$ cat config.mk
export PLATFORM = sky130hd
export DESIGN_NAME = gif_frame_counter_top
export DESIGN_NICKNAME = d
export VERILOG_FILES = /design/src/gfc_pkg.sv /design/src/gfc_parser.sv /design/src/gfc_result.sv /design/src/gif_frame_counter_top.sv
export SDC_FILE = /design/constraint.sdc
export NUM_CORES = 1
export LEC_CHECK = 0
export BUFFER_PORTS_ARGS = -buffer_cell sky130_fd_sc_hd__buf_2
export CAP_MARGIN = 20
export CORE_ASPECT_RATIO = 2
export CORE_MARGIN = 3
export CORE_UTILIZATION = 61
export CTS_CLUSTER_DIAMETER = 80
export DETAILED_ROUTE_END_ITERATION = 8
export PLACE_DENSITY = 0.81
export SYNTH_ARGS = -nofsm -noshare
export SYNTH_HDL_FRONTEND = slang
export SYNTH_SLANG_ARGS = --single-unit
export TNS_END_PERCENT = 20
$ cat constraint.sdc
create_clock -name clk -period 7.6 [get_ports clk]
set_input_delay 0 -clock clk [delete_from_list [all_inputs] [get_ports clk]]
set_output_delay 0 -clock clk [all_outputs]
set_load 0.02 [all_outputs]
$ cat src/gfc_pkg.sv
// ----------------------------------------------------------------------------
// gfc_pkg
// Shared types and constants of the GIF frame counter: block markers,
// parser phase codes, status codes and the result word.
// ----------------------------------------------------------------------------
package gfc_pkg;

    // Block markers and header constants.
    localparam logic [7:0] MK_TRAILER = 8'h3b;
    localparam logic [7:0] MK_IMAGE   = 8'h2c;
    localparam logic [7:0] MK_EXT     = 8'h21;
    localparam logic [7:0] TABLE_FLAG = 8'h80;
    localparam logic [7:0] TABLE_BITS = 8'h07;
    localparam logic [9:0] HEADER_LEN = 10'd13;
    localparam logic [9:0] HEADER_PACKED_POS = 10'd10;
    localparam logic [9:0] DESC_LEN   = 10'd9;

    localparam logic [7:0] SIG_0 = 8'h47;
    localparam logic [7:0] SIG_1 = 8'h49;
    localparam logic [7:0] SIG_2 = 8'h46;

    // Parser phases.
    localparam logic [3:0] PH_HDR  = 4'd0;
    localparam logic [3:0] PH_GCT  = 4'd1;
    localparam logic [3:0] PH_MARK = 4'd2;
    localparam logic [3:0] PH_DESC = 4'd3;
    localparam logic [3:0] PH_LCT  = 4'd4;
    localparam logic [3:0] PH_CODE = 4'd5;
    localparam logic [3:0] PH_ILEN = 4'd6;
    localparam logic [3:0] PH_IDAT = 4'd7;
    localparam logic [3:0] PH_XLAB = 4'd8;
    localparam logic [3:0] PH_XLEN = 4'd9;
    localparam logic [3:0] PH_XDAT = 4'd10;
    localparam logic [3:0] PH_DONE = 4'd11;

    // Result status codes.
    localparam logic [1:0] STATUS_OK    = 2'd0;
    localparam logic [1:0] STATUS_BAD   = 2'd1;
    localparam logic [1:0] STATUS_RANGE = 2'd2;

    typedef struct packed {
        logic [15:0] image_count;
        logic [15:0] resolved_start;
        logic [1:0]  status;
    } result_t;

    // Expected signature byte at header position 0 to 2.
    function automatic logic [7:0] sig_byte(input logic [1:0] pos);
        logic [7:0] b;
        unique case (pos)
            2'd0:    b = SIG_0;
            2'd1:    b = SIG_1;
            default: b = SIG_2;
        endcase
        return b;
    endfunction

    // Size in bytes of a color table: (2 << size bits) * 3.
    function automatic logic [9:0] table_bytes(input logic [7:0] packed_byte);
        logic [9:0] entries;
        entries = 10'd2 << (packed_byte & TABLE_BITS);
        return entries + (entries << 1);
    endfunction

endpackage

$ cat src/gfc_parser.sv
// ----------------------------------------------------------------------------
// gfc_parser
// Block structure walker. Holds the parse state and advances it by one
// file byte per step; reports the end-of-file verdict and frame count.
// ----------------------------------------------------------------------------
module gfc_parser #(
    parameter int COUNT_BITS = 16
) (
    input  logic                  clk,
    input  logic                  rst_n,
    input  logic                  step,
    input  logic [7:0]            data_byte,
    input  logic                  is_last,
    output logic                  fin_bad,
    output logic [COUNT_BITS-1:0] fin_count
);

    localparam logic [COUNT_BITS-1:0] CNT_MAX = {COUNT_BITS{1'b1}};

    logic [3:0]            phase_reg,    phase_next;
    logic [9:0]            skip_reg,     skip_next;
    logic [7:0]            flags_reg,    flags_next;
    logic [COUNT_BITS-1:0] frames_reg,   frames_next;
    logic                  finished_reg, finished_next;
    logic                  error_reg,    error_next;

    always_comb
    begin
        logic [9:0] skip_inc;
        logic [9:0] skip_dec;
        logic [7:0] flags_hdr;
        logic [7:0] flags_desc;

        phase_next    = phase_reg;
        skip_next     = skip_reg;
        flags_next    = flags_reg;
        frames_next   = frames_reg;
        finished_next = finished_reg;
        error_next    = error_reg;

        skip_inc   = skip_reg + 10'd1;
        skip_dec   = (skip_reg != 10'd0) ? skip_reg - 10'd1 : skip_reg;
        flags_hdr  = (skip_reg == gfc_pkg::HEADER_PACKED_POS) ? data_byte : flags_reg;
        flags_desc = (skip_reg == gfc_pkg::DESC_LEN - 10'd1) ? data_byte : flags_reg;

        if (!error_reg && !finished_reg)
        begin
            unique case (phase_reg)
                gfc_pkg::PH_HDR:
                begin
                    if (skip_reg < 10'd3 && data_byte != gfc_pkg::sig_byte(skip_reg[1:0]))
                    begin
                        error_next = 1'b1;
                    end
                    flags_next = flags_hdr;
                    skip_next  = skip_inc;
                    if (skip_inc >= gfc_pkg::HEADER_LEN)
                    begin
                        if ((flags_hdr & gfc_pkg::TABLE_FLAG) != 8'd0)
                        begin
                            skip_next  = gfc_pkg::table_bytes(flags_hdr);
                            phase_next = gfc_pkg::PH_GCT;
                        end
                        else
                        begin
                            skip_next  = 10'd0;
                            phase_next = gfc_pkg::PH_MARK;
                        end
                    end
                end
                gfc_pkg::PH_GCT, gfc_pkg::PH_LCT:
                begin
                    skip_next = skip_dec;
                    if (skip_dec == 10'd0)
                    begin
                        phase_next = (phase_reg == gfc_pkg::PH_GCT) ? gfc_pkg::PH_MARK
                                                                    : gfc_pkg::PH_CODE;
                    end
                end
                gfc_pkg::PH_MARK:
                begin
                    priority if (data_byte == gfc_pkg::MK_TRAILER)
                    begin
                        finished_next = 1'b1;
                        phase_next    = gfc_pkg::PH_DONE;
                    end
                    else if (data_byte == gfc_pkg::MK_IMAGE)
                    begin
                        skip_next  = 10'd0;
                        phase_next = gfc_pkg::PH_DESC;
                    end
                    else if (data_byte == gfc_pkg::MK_EXT)
                    begin
                        phase_next = gfc_pkg::PH_XLAB;
                    end
                    else
                    begin
                        error_next = 1'b1;
                    end
                end
                gfc_pkg::PH_DESC:
                begin
                    flags_next = flags_desc;
                    skip_next  = skip_inc;
                    if (skip_inc >= gfc_pkg::DESC_LEN)
                    begin
                        if ((flags_desc & gfc_pkg::TABLE_FLAG) != 8'd0)
                        begin
                            skip_next  = gfc_pkg::table_bytes(flags_desc);
                            phase_next = gfc_pkg::PH_LCT;
                        end
                        else
                        begin
                            skip_next  = 10'd0;
                            phase_next = gfc_pkg::PH_CODE;
                        end
                    end
                end
                gfc_pkg::PH_CODE:
                begin
                    phase_next = gfc_pkg::PH_ILEN;
                end
                gfc_pkg::PH_ILEN, gfc_pkg::PH_XLEN:
                begin
                    if (data_byte == 8'd0)
                    begin
                        // A zero-length sub-block closes an image or an extension; only an image is counted.
                        if (phase_reg == gfc_pkg::PH_ILEN && frames_reg != CNT_MAX)
                        begin
                            frames_next = frames_reg + 1'b1;
                        end
                        phase_next = gfc_pkg::PH_MARK;
                    end
                    else
                    begin
                        skip_next  = {2'b00, data_byte};
                        phase_next = (phase_reg == gfc_pkg::PH_ILEN) ? gfc_pkg::PH_IDAT
                                                                     : gfc_pkg::PH_XDAT;
                    end
                end
                gfc_pkg::PH_IDAT, gfc_pkg::PH_XDAT:
                begin
                    skip_next = skip_dec;
                    if (skip_dec == 10'd0)
                    begin
                        phase_next = (phase_reg == gfc_pkg::PH_IDAT) ? gfc_pkg::PH_ILEN
                                                                     : gfc_pkg::PH_XLEN;
                    end
                end
                gfc_pkg::PH_XLAB:
                begin
                    phase_next = gfc_pkg::PH_XLEN;
                end
                default:
                begin
                    finished_next = 1'b1;
                    phase_next    = gfc_pkg::PH_DONE;
                end
            endcase
        end
    end

    assign fin_bad = error_next ||
                     (phase_next != gfc_pkg::PH_MARK && phase_next != gfc_pkg::PH_DONE);
    assign fin_count = frames_next;

    always_ff @(posedge clk or negedge rst_n)
    begin
        if (!rst_n)
        begin
            phase_reg    <= gfc_pkg::PH_HDR;
            skip_reg     <= 10'd0;
            flags_reg    <= 8'd0;
            frames_reg   <= '0;
            finished_reg <= 1'b0;
            error_reg    <= 1'b0;
        end
        else if (step)
        begin
            if (is_last)
            begin
                // The last byte closes the file; the next byte starts a new one.
                phase_reg    <= gfc_pkg::PH_HDR;
                skip_reg     <= 10'd0;
                flags_reg    <= 8'd0;
                frames_reg   <= '0;
                finished_reg <= 1'b0;
                error_reg    <= 1'b0;
            end
            else
            begin
                phase_reg    <= phase_next;
                skip_reg     <= skip_next;
                flags_reg    <= flags_next;
                frames_reg   <= frames_next;
                finished_reg <= finished_next;
                error_reg    <= error_next;
            end
        end
    end

endmodule

$ cat src/gfc_result.sv
// ----------------------------------------------------------------------------
// gfc_result
// Start frame resolution and the result register toward the output channel.
// ----------------------------------------------------------------------------
module gfc_result #(
    parameter int COUNT_BITS = 16
) (
    input  logic                  clk,
    input  logic                  rst_n,
    input  logic                  load,
    input  logic                  out_stall,
    input  logic signed [15:0]    start_frame,
    input  logic                  fin_bad,
    input  logic [COUNT_BITS-1:0] fin_count,
    output logic                  out_valid,
    output gfc_pkg::result_t      res
);

    logic             out_valid_reg;
    gfc_pkg::result_t res_reg, res_next;

    logic [32:0]        cnt_w;
    logic signed [33:0] cnt_s;
    logic signed [33:0] req_s;
    logic signed [33:0] idx_s;

    always_comb
    begin
        cnt_w = 33'(fin_count);
        cnt_s = $signed({1'b0, cnt_w});
        req_s = 34'(start_frame);
        // A negative request counts back from the frame count.
        idx_s = req_s[33] ? cnt_s + req_s : req_s;

        res_next.image_count    = (cnt_w > 33'd65535) ? 16'hffff : cnt_w[15:0];
        res_next.resolved_start = 16'd0;
        priority if (fin_bad || cnt_w == 33'd0)
        begin
            res_next.status = gfc_pkg::STATUS_BAD;
        end
        else if (idx_s[33] || idx_s >= cnt_s)
        begin
            res_next.status = gfc_pkg::STATUS_RANGE;
        end
        else
        begin
            res_next.status         = gfc_pkg::STATUS_OK;
            res_next.resolved_start = idx_s[15:0];
        end
    end

    always_ff @(posedge clk or negedge rst_n)
    begin
        if (!rst_n)
        begin
            out_valid_reg <= 1'b0;
        end
        else if (load)
        begin
            out_valid_reg <= 1'b1;
        end
        else if (!out_stall)
        begin
            out_valid_reg <= 1'b0;
        end
    end

    always_ff @(posedge clk)
    begin
        if (load)
        begin
            res_reg <= res_next;
        end
    end

    assign out_valid = out_valid_reg;
    assign res       = res_reg;

endmodule

$ cat src/gif_frame_counter_top.sv
// ----------------------------------------------------------------------------
// gif_frame_counter_top
// Counts the images of a GIF file streamed one byte per word and resolves
// the requested start frame against that count at the last byte.
// ----------------------------------------------------------------------------
// The result word of a last byte is registered: the byte passes the input
// register, then its parser step loads the result register.
// Throughput: one byte per cycle; the input register and the parser step
// every cycle unless a last byte waits on a stalled, occupied result register.
// Reset clears the parse state, the start frame register and both valids.
// After each last byte the parse state returns to its reset values.
module gif_frame_counter_top #(
    parameter int COUNT_BITS = 16
) (
    input  logic               clk,
    input  logic               rst_n,
    input  logic               start_frame_we,
    input  logic signed [15:0] start_frame,
    input  logic               in_valid,
    output logic               in_stall,
    input  logic [7:0]         data_byte,
    input  logic               is_last,
    output logic               out_valid,
    input  logic               out_stall,
    output logic [15:0]        image_count,
    output logic [15:0]        resolved_start,
    output logic [1:0]         status
);

    logic signed [15:0] start_frame_reg;
    logic               in_valid_reg;
    logic [7:0]         byte_reg;
    logic               last_reg;
    logic               advance;
    logic               step;
    logic               fin_bad;
    logic [COUNT_BITS-1:0] fin_count;
    gfc_pkg::result_t   res;

    // Only a last byte needs room in the result register.
    assign advance  = !last_reg || !out_valid || !out_stall;
    assign step     = in_valid_reg && advance;
    assign in_stall = in_valid_reg && !advance;

    always_ff @(posedge clk or negedge rst_n)
    begin
        if (!rst_n)
        begin
            start_frame_reg <= 16'sd0;
        end
        else if (start_frame_we)
        begin
            start_frame_reg <= start_frame;
        end
    end

    always_ff @(posedge clk or negedge rst_n)
    begin
        if (!rst_n)
        begin
            in_valid_reg <= 1'b0;
        end
        else if (!in_stall)
        begin
            in_valid_reg <= in_valid;
        end
    end

    always_ff @(posedge clk)
    begin
        if (!in_stall && in_valid)
        begin
            byte_reg <= data_byte;
            last_reg <= is_last;
        end
    end

    gfc_parser #(
        .COUNT_BITS (COUNT_BITS)
    ) u_parser (
        .clk       (clk),
        .rst_n     (rst_n),
        .step      (step),
        .data_byte (byte_reg),
        .is_last   (last_reg),
        .fin_bad   (fin_bad),
        .fin_count (fin_count)
    );

    gfc_result #(
        .COUNT_BITS (COUNT_BITS)
    ) u_result (
        .clk         (clk),
        .rst_n       (rst_n),
        .load        (step && last_reg),
        .out_stall   (out_stall),
        .start_frame (start_frame_reg),
        .fin_bad     (fin_bad),
        .fin_count   (fin_count),
        .out_valid   (out_valid),
        .res         (res)
    );

    assign image_count    = res.image_count;
    assign resolved_start = res.resolved_start;
    assign status         = res.status;

endmodule

==> results of run 1 <==
-- layout by cell type (no fill, tap or decap), types with 7 or more instances in the layout --
master	instances
xor2_1	12
nor2_1	45
a21o_1	9
buf_4	15
nor2b_1	12
xnor2_1	25
nand3_1	26
nor3b_1	12
nand4_1	12
a21oi_1	33
a211oi_1	10
nor3_1	20
clkbuf_16	9
buf_2	65
nand2b_1	14
and2_1	7
o22ai_1	7
and3_1	12
o21ai_0	61
edfxtp_1	43
ha_1	43
dlygate4sd3_1	28
nor3b_2	8
mux2_2	28
inv_1	34
nor4_1	7
dfrtp_1	54
a31oi_1	8
mux2i_1	16
a32o_1	7
nand2_1	77
-- through the flow --
stage	instance area [um^2]	util, %	instances	hold slack (ns)
floorplan	7500	-	797	-0.296
global placement	7880	66.6	975	0.176
detailed placement	7880	66.6	975	0.178
CTS	8450	71.3	1019	0.0897
global route	8470	71.5	1022	0.148
finish	8470	71.5	1022	0.120
-- cells by family after synthesis --
logic type | synth area share (%)
buffers and inverters | 4.66
adders and majority gates | 7.44
and+or+nand+nor | 23.4
muxes | 6.64
DFF | 35.2
xor gates and xnor gates | 4.54
AOI/OAI and AO/OA | 18.1
-- what timing repair did --
action,4_1_cts,5_1_grt
hold buffers,28,0
endpoints found under the setup margin,0,17
buffers inserted,0,2
hold endpoints to repair,81,0
resized for setup,0,1
-- how the worst max path moves through the flow --
stage / startpoint / end / slack (ns) / cells after the start
2_1_floorplan: u_parser.frames_reg[0] / u_result.res[9] / 1.97 / 25
3_3_place_gp: u_parser.frames_reg[0] / u_result.res[1] / 0.80 / 23
3_5_place_dp: u_parser.frames_reg[0] / u_result.res[1] / 0.61 / 23
4_1_cts: u_parser.frames_reg[0] / u_result.res[1] / 0.51 / 23
5_1_grt: u_parser.phase_reg[2] / u_result.res[7] / 0.22 / 22
6_report: u_parser.phase_reg[2] / u_result.res[7] / 0.80 / 22
-- cell type report --
type                       count  area [um^2]
antenna                        1         2.50
clock buffer                  10          229
clock inverter                 6         56.3
fill                         868         3370
inverter                      34          128
multi-input combinational    621         4510
sequential                    97         2640
tap                          145          181
timing repair buffer         108          718
-- Yosys cell counts, types with 16 or more instances --
master    count
nand2_1      77
o21ai_0      61
dfrtp_1      54
nor2_1       46
edfxtp_1     43
ha_1         43
inv_1        34
a21oi_1      33
mux2_2       28
nand3_1      26
xnor2_1      25
clkbuf_1     24
nor3_1       20
mux2i_1      16
-- tightest hold or removal path, stage by stage --
cell     delay [ns]
buf_2          0.24
nand2_1        0.10
o21ai_0        0.08
-- layer usage --
| layer | GRT usage, % | vias up | routed length (um) |
|---|---|---|---|
| li1 | - | 3117 | - |
| met4 | 33.4 | 0 | 2600 |
| met3 | 4.66 | 150 | 1160 |
| met2 | 75.5 | 362 | 14800 |
| met1 | 33.0 | 3338 | 7460 |
| met5 | 0 | - | 0 |
-- power groups by stage --
stage               registers [mW]  logic [mW]  clock network [mW]
floorplan                    0.658       0.998                   0
global placement             0.740        1.30                   0
detailed placement           0.743        1.32                   0
CTS                          0.731        1.34               0.460
global route                 0.748        1.48               0.478
finish                       0.738        1.38               0.458
==> metrics.yaml, run 1 <==
outcome:
  status: "finished, final reports clean"
die:
  core_area_um2: 11800
  die_area_um2: 13700
  fp-row-count: 56
  die_y_um: 163
  num_io_pins: 66
  start_util_pct: 63.3
  die_width_um: 84.4
logic_synthesis:
  ys_seq_elements: 97
  ys_types: 87
  netlist_top_cells_area: "dfrtp_1 18%, edfxtp_1 17%, ha_1 7.2%"
  synth-main-ff-cell: "dfrtp_1"
  synth_warnings: 0
  synth_area_um2: 7500
  synth_top_area_share_pct: 18.0
  synthCells: 797
  synth_edf_count: 43
  async_reset_ff_share_pct: 55.7
  ys_seq_area_share_pct: 35.2
  yosys.area.top_type: "dfrtp_1"
  synth_fp_nets: 871
  syn_area_per_cell_um2: 9.41
hold_path:
  hold_class: "input pin to register"
  hold_depth: 3
  hp-start: "start_frame_we"
  holdPathEnd: "start_frame_reg[1]"
timing:
  maxSlewHeadroom_pct: 27.7
  finalSetupViolCount: 0
  period_minus_slack_ns: 6.80
  final.period_utilization_pct: 89.5
  fin_skew_ns: 0.00893
  setup_slack_ns: 0.799
  hold_viol: 0
  fin_setup_tns_ns: 0
  worst_slew_pin_slew_ns: 1.08
  slew_violations: 0
  rsz0062_at_grt: "false"
  fmax_mhz: 147
worst_setup_path:
  critPathKind: "register to register"
  crit_family: "simple AND/OR/NAND/NOR gates"
  cp_slowest_cell: "dfrtp_1"
  ff2ff_path_depth: 22
  r2r-end: "u_result.res[7]"
  cp_num_buf_inv: 1
  critical_path.max_stage_delay_ns: 0.78
  crit_path_start_kind: "register"
  cp_cell_sequence: "and4bb_2, nand4_4, nor2_2, and4_1, xnor2_1, inv_1, ha_1, o21a_1, o21ai_0, nor4b_2, nor3_1, a2111oi_1, xnor2_1, mux2_2, ha_1, nand2_1, nor2_1, a211oi_1, o21ai_0, o211ai_2, o211ai_2, nor3b_1"
  end_kind: "register"
  critPathRequiredTime_ns: 7.76
  critical_path_arrival_ns: 6.96
  cp_max_fo: 24
  rrSetupSlack_ns: 0.80
  worstReg2RegStart: "u_parser.phase_reg[2]"
clock_network:
  cts_tree: "done"
  clockBufferDepth: 2
  clk_pin_slew_ns: 0.07
  clk_latency_ns: 0.36
  cts-buffers-inserted: 9
  cts.sinks: 97
  cts_root_buf: "clkbuf_16"
  htreeDepth: 3
power_and_ir_drop:
  p_int_mw: 1.34
  vdd_ir_drop_max_mv: 0.217
  p_sw_share_pct: 47.9
  p_comb_share_pct: 53.5
  p_clk_share_pct: 17.8
  p_per_area_nw_per_um2: 304
  p_switching_mw: 1.23
  leakage_nw: 3.54
  seqPwrFrac_pct: 28.7
  total_power_mw: 2.57
global_route:
  grt_start_max_net_pins: 55
  grt-ovfl-total: 0
  grt_pass1_vias: 7390
  grtUsageTotal_pct: 38.7
  antenna_found_initial: 1
  grt_first_pass_wirelength_um: 40200
place:
  dpl_worst_slack_ns: 0.612
  hpwl_um: 19500
  gp_congestion: 1.07
  port-buffer-count: 65
run:
  cap_violations: 0
detailed_routing:
  drtAntennaViolNets: 0
  vias_per_cell: 6.82
  totalWireLength_um: 26000
  drt_first_pass_iters: 6
  wl_per_cell_um: 25.5
  drt-initial-drc-count: 503
  vias: 6967
  drc: 0
final_layout:
  area_growth_syn_to_layout_pct: 12.9
  nets: 945
  drive_gt1_share_pct: 19.4
  largest_register_ffs: 34
(Power assumes the default switching activity.)
==> run 2, diff against run 1 <==
CORE_UTILIZATION = 60   (was 61)
PLACE_DENSITY = 0.8   (was 0.81)
SYNTH_HIERARCHICAL = 1   (was unset)
==> run 2 against run 1 <==
Global-route usage down 9.1 points; power rose by 17%; cell area rose by 6.9%; largest power group unchanged.
==> metrics.yaml, run 2 <==
detailed_routing:
  drc: 0  # unchanged
  totalWireLength_um: 22300  # -14%
  drt_first_pass_iters: 7  # +1
  drtAntennaViolNets: 0  # unchanged
  vias: 7304  # +4.8%
  wl_per_cell_um: 20.3  # -20%
  vias_per_cell: 6.65  # -2.4%
  drt-initial-drc-count: 458  # -8.9%
hold_path:
  hold_class: "input pin to register"
  hold_depth: 2  # -1
logic_synthesis:
  synth_area_um2: 8220  # +9.6%
  ys_types: 103  # +18%
  synthCells: 874  # +9.7%
  synth_warnings: 6  # +6
  ys_top_cells_by_count: "60 x inv_1, 54 x dfrtp_1, 53 x nand2_1"
  syn_area_per_cell_um2: 9.40  # about the same
  ys_seq_elements: 97  # unchanged
  async_reset_ff_share_pct: 55.7  # unchanged
  synth_top_area_share_pct: 16.4  # -1.6 points
  netlist_top_cells_area: "dfrtp_1 16%, edfxtp_1 16%, ha_1 7.8%"
  synth_edf_count: 43  # unchanged
  yosys.area.top_type: "dfrtp_1"
  synth-main-ff-cell: "dfrtp_1"
  synth.most_common_cell: "inv_1"
  ys_seq_area_share_pct: 32.2  # -3.1 points
  synth_fp_nets: 958  # +10%
clock_network:
  cts.sinks: 97  # unchanged
  htreeDepth: 3  # unchanged
  clk_pin_slew_ns: 0.07  # about the same
  post-cts-setup-buffer-count: 0  # unchanged
  cts_tree: "done"
  ctsHoldBuffers: 28  # unchanged
  cts_resized: 0  # unchanged
  clk_latency_ns: 0.34  # -0.02 ns
  cts_root_buf: "clkbuf_16"
  cts-buffers-inserted: 9  # unchanged
  clockBufferDepth: 2  # unchanged
timing:
  worst_slew_pin_slew_ns: 0.991  # -0.0900 ns
  finalSetupViolCount: 0  # unchanged
  final.period_utilization_pct: 89.7  # +0.23 points
  slew_violations: 0  # unchanged
  maxSlewHeadroom_pct: 33.4  # +5.7 points
  hold_viol: 0  # unchanged
  fmax_mhz: 147  # -0.26%
  fin_setup_tns_ns: 0  # unchanged
  period_minus_slack_ns: 6.82  # +0.0178 ns
  setup_slack_ns: 0.781  # -0.0178 ns
  rsz0062_at_grt: "false"
  fin_skew_ns: 0.0117  # +0.00276 ns
place:
  port-buffer-count: 65  # unchanged
  dpl_worst_slack_ns: 1.10  # +0.489 ns
  hpwl_um: 16700  # -14%
  gp_congestion: 0.963  # -10%
die:
  core_area_um2: 13200  # +12%
  die_area_um2: 15200  # +11%
  die_y_um: 171  # +5.3%
  die_width_um: 88.7  # +5.1%
  num_io_pins: 66  # unchanged
  start_util_pct: 62.2  # -1.2 points
  fp-row-count: 59  # +5.4%
global_route:
  grt_pass1_vias: 7148  # -3.3%
  grt-ovfl-total: 0  # unchanged
  grt.met3_usage_pct: 2.97  # -1.7 points
  antenna_found_initial: 0  # -1
  grt.busiest_layer: "met2"
  use_met2_pct: 55.7  # -20 points
  grtUsageTotal_pct: 29.6  # -9.1 points
  grt_first_pass_wirelength_um: 34600  # -14%
  grt_start_max_net_pins: 55  # unchanged
  use_met1_pct: 27.4  # -5.6 points
worst_setup_path:
  cp_max_fo: 16  # -33%
  rrSetupSlack_ns: 0.78  # -0.02 ns
  cp_slowest_cell: "or4b_1"
  crit_path_start_kind: "register"
  critical_path_arrival_ns: 6.98  # +0.02 ns
  critPathRequiredTime_ns: 7.76  # about the same
  end_kind: "register"
  cp_cell_sequence: "nor3_1, and3_1, nand3_1, nor3_1, nand4_1, xnor2_1, ha_1, o21ai_0, a21oi_1, a21boi_0, a31oi_1, xnor2_1, a21oi_1, ha_1, a211oi_1, o21ai_0, a221o_1, or4b_1, a211oi_2"
  critPathKind: "register to register"
  critical_path.max_stage_delay_ns: 0.86  # +0.08 ns
  ff2ff_path_depth: 19  # -14%
outcome:
  status: "finished, final reports clean"
final_layout:
  area_growth_syn_to_layout_pct: 10.2
  largest_register_ffs: 34  # unchanged
  drive_gt1_share_pct: 16.6  # -2.8 points
  nets: 1025  # +8.5%
  final_common_cell: "buf_2"
  layout_common_cells: "66 x buf_2, 60 x inv_1, 54 x dfrtp_1, 53 x nand2_1, 51 x ha_1"
  diodes: 0  # -1
power_and_ir_drop:
  p_clk_share_pct: 15.4  # -2.4 points
  p_sw_share_pct: 46.5  # -1.4 points
  p_switching_mw: 1.40  # +14%
  p_comb_share_pct: 58.2  # +4.7 points
  leakage_nw: 3.68  # +4.0%
  total_power_mw: 3.01  # +17%
  vdd_ir_drop_max_mv: 0.225  # +4.0%
  seqPwrFrac_pct: 26.4  # -2.3 points
  p_int_mw: 1.61  # +20%
  p_per_area_nw_per_um2: 333  # +9.6%
run:
  cap_violations: 0  # unchanged
## run 2: changes by cell type in the layout (fill, tap and decap cells not counted), sizes merged, moves of 7 or more
cell / change
nor2b: +18
inv: +22
ha: +8
mux2i: +7
o21a: +8
nand2b: +11
o21ai: -19
a21oi: +13
nor3: -7
nor3b: -12
nand2: -24
o22ai: +17
## run 2: layout make-up
class | instances | area [um^2]
clock buffer | 12 | 246
clock inverter | 4 | 53.8
fill | 1027 | 4160
inverter | 60 | 225
multi-input combinational | 671 | 5010
sequential | 97 | 2640
tap | 152 | 190
timing repair buffer | 102 | 683
## run 2: path summary, 6_finish.rpt
kind / from / end
worst max-delay path: byte_reg[2] / u_result/res[15]
worst min-delay path: start_frame_we / start_frame_reg[2]
worst max register to register: byte_reg[2] / u_result/res[15]
worst min register to register: start_frame_reg[5] / start_frame_reg[5]
max in group asynchronous: rst_n / u_parser/flags_reg[2]
min in group asynchronous: rst_n / start_frame_reg[3]
## run 2: through the flow
step                      instance area, um^2  utilization [%]  hold WS (ns)  std cells
after floorplan                          8220                -        -0.296        874
after global placement                   8450             63.9         0.177       1052
after detailed placement                 8450             64.0         0.179       1053
after CTS                                9030             68.4         0.219       1097
after global routing                     9050             68.5         0.233       1098
final                                    9050             68.5         0.217       1098
## run 2: cell families (layout without fill, tap and decap cells)
| logic type | after synthesis | in the layout | share of synthesized area, % |
|---|---|---|---|
| XOR/XNOR | 40 | 40 | 4.26 |
| multiplexers | 55 | 55 | 7.68 |
| AND/OR/NAND/NOR | 274 | 274 | 18.5 |
| buffers and inverters | 106 | 178 | 7.02 |
| adder cells (fa/ha/maj) | 54 | 54 | 8.50 |
| flip-flops | 97 | 97 | 32.2 |
| AO/OA/AOI/OAI | 248 | 248 | 21.8 |
## run 2: worst max-delay path, delay by kind of cell (launching register included)
kind | cells | cell delay (ns)
XOR/XNOR | 2 | 0.71
flip-flops | 1 | 0.59
AND/OR/NAND/NOR | 6 | 2.64
adder cells (fa/ha/maj) | 2 | 0.69
AO/OA/AOI/OAI | 9 | 2.01
## run 2: power by group through the flow
| stage | Clock (mW) | Combinational, mW | Sequential [mW] |
|---|---|---|---|
| after floorplan | 0 | 1.39 | 0.723 |
| after global placement | 0 | 1.67 | 0.799 |
| after detailed placement | 0 | 1.69 | 0.801 |
| after CTS | 0.471 | 1.71 | 0.791 |
| after global routing | 0.489 | 1.89 | 0.811 |
| final | 0.463 | 1.76 | 0.795 |
## run 2: metal layers
layer	up-vias	routed length, um	part of all wire [%]
met5	-	0	0
met4	0	1780	8.0
met3	104	747	3.4
met2	285	12400	56
met1	3507	7330	33
li1	3408	-	-
==> run 3, diff against run 2 <==
clock period = 6.4 ns   (was 7.6 ns; I/O delays follow)
==> run 3 against run 2 <==
Setup slack worse by 0.19 ns; largest cell class unchanged; fmax is 17% higher; largest power group unchanged; critical path depth is 3 higher; power is 22% higher; cell area is 1.8% higher; global-route usage is 1.5 points higher; register-to-register slack worse by 0.19 ns.
==> metrics.yaml, run 3 (same netlist as run 2, synthesis figures left out) <==
detailed_routing:
  vias: 7326  # +0.30%
  wl_per_cell_um: 20.4  # +0.67%
  drt-initial-drc-count: 429  # -6.3%
  drt_first_pass_iters: 7  # unchanged
  totalWireLength_um: 22800  # +2.2%
  drtAntennaViolNets: 0  # unchanged
  drc: 0  # unchanged
  vias_per_cell: 6.57  # -1.2%
worst_setup_path:
  critPathKind: "register to register"
  cp_cell_sequence: "and3_1, nand4_1, nor4_1, buf_4, nor2_1, buf_4, xnor2_1, ha_1, inv_1, fa_1, nand2b_1, a21oi_2, o221ai_2, o21bai_1, mux2_2, nand2_1, ha_1, nand2_1, o21ai_0, a221o_1, or4b_4, a21oi_1"
  critPathRequiredTime_ns: 6.59  # -1.17 ns
  critical_path_arrival_ns: 6.00  # -0.98 ns
  cp_max_fo: 16  # unchanged
  cp_num_buf_inv: 3  # +3
  end_kind: "register"
  cp_num_cells: 22  # +3
  rrSetupSlack_ns: 0.59  # -0.19 ns
  cp_slowest_cell: "or4b_4"
  worstReg2RegStart: "u_parser/frames_reg[4]"
  ff2ff_path_depth: 22  # +3
  critical_path.max_stage_delay_ns: 0.66  # -0.20 ns
  crit_family: "simple AND/OR/NAND/NOR gates"
  r2r-end: "u_result/res[14]"
  crit_path_start_kind: "register"
hold_path:
  hp-start: "start_frame_we"
  hold_class: "input pin to register"
  hold_depth: 2  # unchanged
  holdPathEnd: "start_frame_reg[3]"
final_layout:
  diodes: 0  # unchanged
  final_common_cell: "buf_2"
  largest_register_ffs: 34  # unchanged
  nets: 1042  # +1.7%
  fin_util_pct: 69.8  # +1.2 points
  layout_common_cells: "65 x buf_2, 60 x inv_1, 54 x dfrtp_1, 53 x nand2_1, 51 x ha_1"
  drive_gt1_share_pct: 18.3  # +1.7 points
  area_growth_syn_to_layout_pct: 12.2
  stdcell_area_um2: 9220  # +1.8%
timing:
  slew_violations: 0  # unchanged
  period_minus_slack_ns: 5.81  # -1.01 ns
  fin_setup_tns_ns: 0  # unchanged
  final.period_utilization_pct: 90.7  # +1.0 points
  finalSetupViolCount: 0  # unchanged
  worst_slew_pin_slew_ns: 0.860  # -0.131 ns
  maxSlewHeadroom_pct: 42.3  # +8.8 points
  hold_viol: 0  # unchanged
  rsz0062_at_grt: "false"
  fmax_mhz: 172  # +17%
  fin_skew_ns: 0.0102  # -0.00146 ns
clock_network:
  clockBufferDepth: 2  # unchanged
  cts.sinks: 97  # unchanged
  cts-buffers-inserted: 9  # unchanged
  post-cts-setup-buffer-count: 0  # unchanged
  htreeDepth: 3  # unchanged
  cts_root_buf: "clkbuf_16"
  clk_pin_slew_ns: 0.07  # about the same
  clk_latency_ns: 0.35  # about the same
  cts_tree: "done"
place:
  port-buffer-count: 65  # unchanged
  hpwl_um: 17300  # +3.3%
  placed_cell_area_um2: 8580  # +1.5%
  gp_congestion: 0.979  # +1.7%
global_route:
  grt_first_pass_wirelength_um: 36500  # +5.3%
  grt_pass1_vias: 7393  # +3.4%
  grt-ovfl-total: 0  # unchanged
  grtUsageTotal_pct: 31.1  # +1.5 points
  grt_start_max_net_pins: 55  # unchanged
  antenna_found_initial: 0  # unchanged
power_and_ir_drop:
  leakage_nw: 3.79  # +3.1%
  vdd_ir_drop_max_mv: 0.239  # +5.8%
  p_per_area_nw_per_um2: 398  # +20%
die:
  die_area_um2: 15200  # unchanged
  core_area_um2: 13200  # unchanged
  die_y_um: 171  # unchanged
  num_io_pins: 66  # unchanged
  start_util_pct: 62.2  # unchanged
  die_width_um: 88.7  # unchanged
  fp-row-count: 59  # unchanged
outcome:
  status: "finished, final reports clean"
run:
  cap_violations: 0  # unchanged
[run 3: per-stage QoR]
stage / hold slack (ns) / worst slack (ns) / std cells / power, mW
3_5_place_dp: 0.181 / 0.454 / 1070 / 3.00
6_report: 0.225 / 0.593 / 1115 / 3.67
4_1_cts: 0.222 / 0.401 / 1114 / 3.63
5_1_grt: 0.226 / 0.136 / 1115 / 3.90
3_3_place_gp: 0.178 / 0.490 / 1070 / 2.98
2_1_floorplan: -0.296 / 0.905 / 874 / 2.51
[run 3: area by class of cell]
type	count	area, um^2
clock inverter	6	90.1
clock buffer	10	239
inverter	60	225
tap	152	190
timing repair buffer	119	813
fill	1010	4000
multi-input combinational	671	5020
sequential	97	2640
[run 3: timing repair]
| item | 4_1_cts | 5_1_grt |
|---|---|---|
| setup endpoints to repair | 0 | 16 |
| hold buffers | 28 | 0 |
| hold endpoints to repair | 81 | 0 |
| resized for setup | 0 | 1 |
[run 3: where the power goes]
group / internal, mW / switching, mW
sequential: 0.755 / 0.187
clock: 0.355 / 0.243
combinational: 0.862 / 1.27
total: 1.97 / 1.70
[run 3: how the worst max path moves through the flow]
| stage | startpoint | endpoint | slack, ns |
|---|---|---|---|
| 4_1_cts | u_parser/frames_reg[4] | u_result/res[16] | 0.40 |
| 3_3_place_gp | byte_reg[3] | u_result/res[16] | 0.49 |
| 5_1_grt | byte_reg[3] | u_result/res[17] | 0.14 |
| 6_report | u_parser/frames_reg[4] | u_result/res[14] | 0.59 |
| 3_5_place_dp | byte_reg[3] | u_result/res[16] | 0.45 |
| 2_1_floorplan | u_parser/phase_reg[1] | u_result/res[17] | 0.91 |
[run 3: per-layer routing]
| layer | track usage (%) | part of all wire [%] | routed length, um |
|---|---|---|---|
| met1 | 29.2 | 32 | 7300 |
| met2 | 57.8 | 55 | 12600 |
| met3 | 3.12 | 3.9 | 883 |
| met4 | 25.0 | 9.0 | 2050 |
| met5 | 0 | 0 | 0 |
[run 3: worst reg2reg max path, stage by stage, from the launching register on]
cell and delay (ns):
dfrtp_1 0.43, and3_1 0.26, nand4_1 0.18, nor4_1 0.31, buf_4 0.19, nor2_1 0.05, buf_4 0.16, xnor2_1 0.32
ha_1 0.26, inv_1 0.07, fa_1 0.39, nand2b_1 0.20, a21oi_2 0.17, o221ai_2 0.19, o21bai_1 0.39, mux2_2 0.40
nand2_1 0.08, ha_1 0.22, nand2_1 0.10, o21ai_0 0.10, a221o_1 0.35, or4b_4 0.66, a21oi_1 0.19
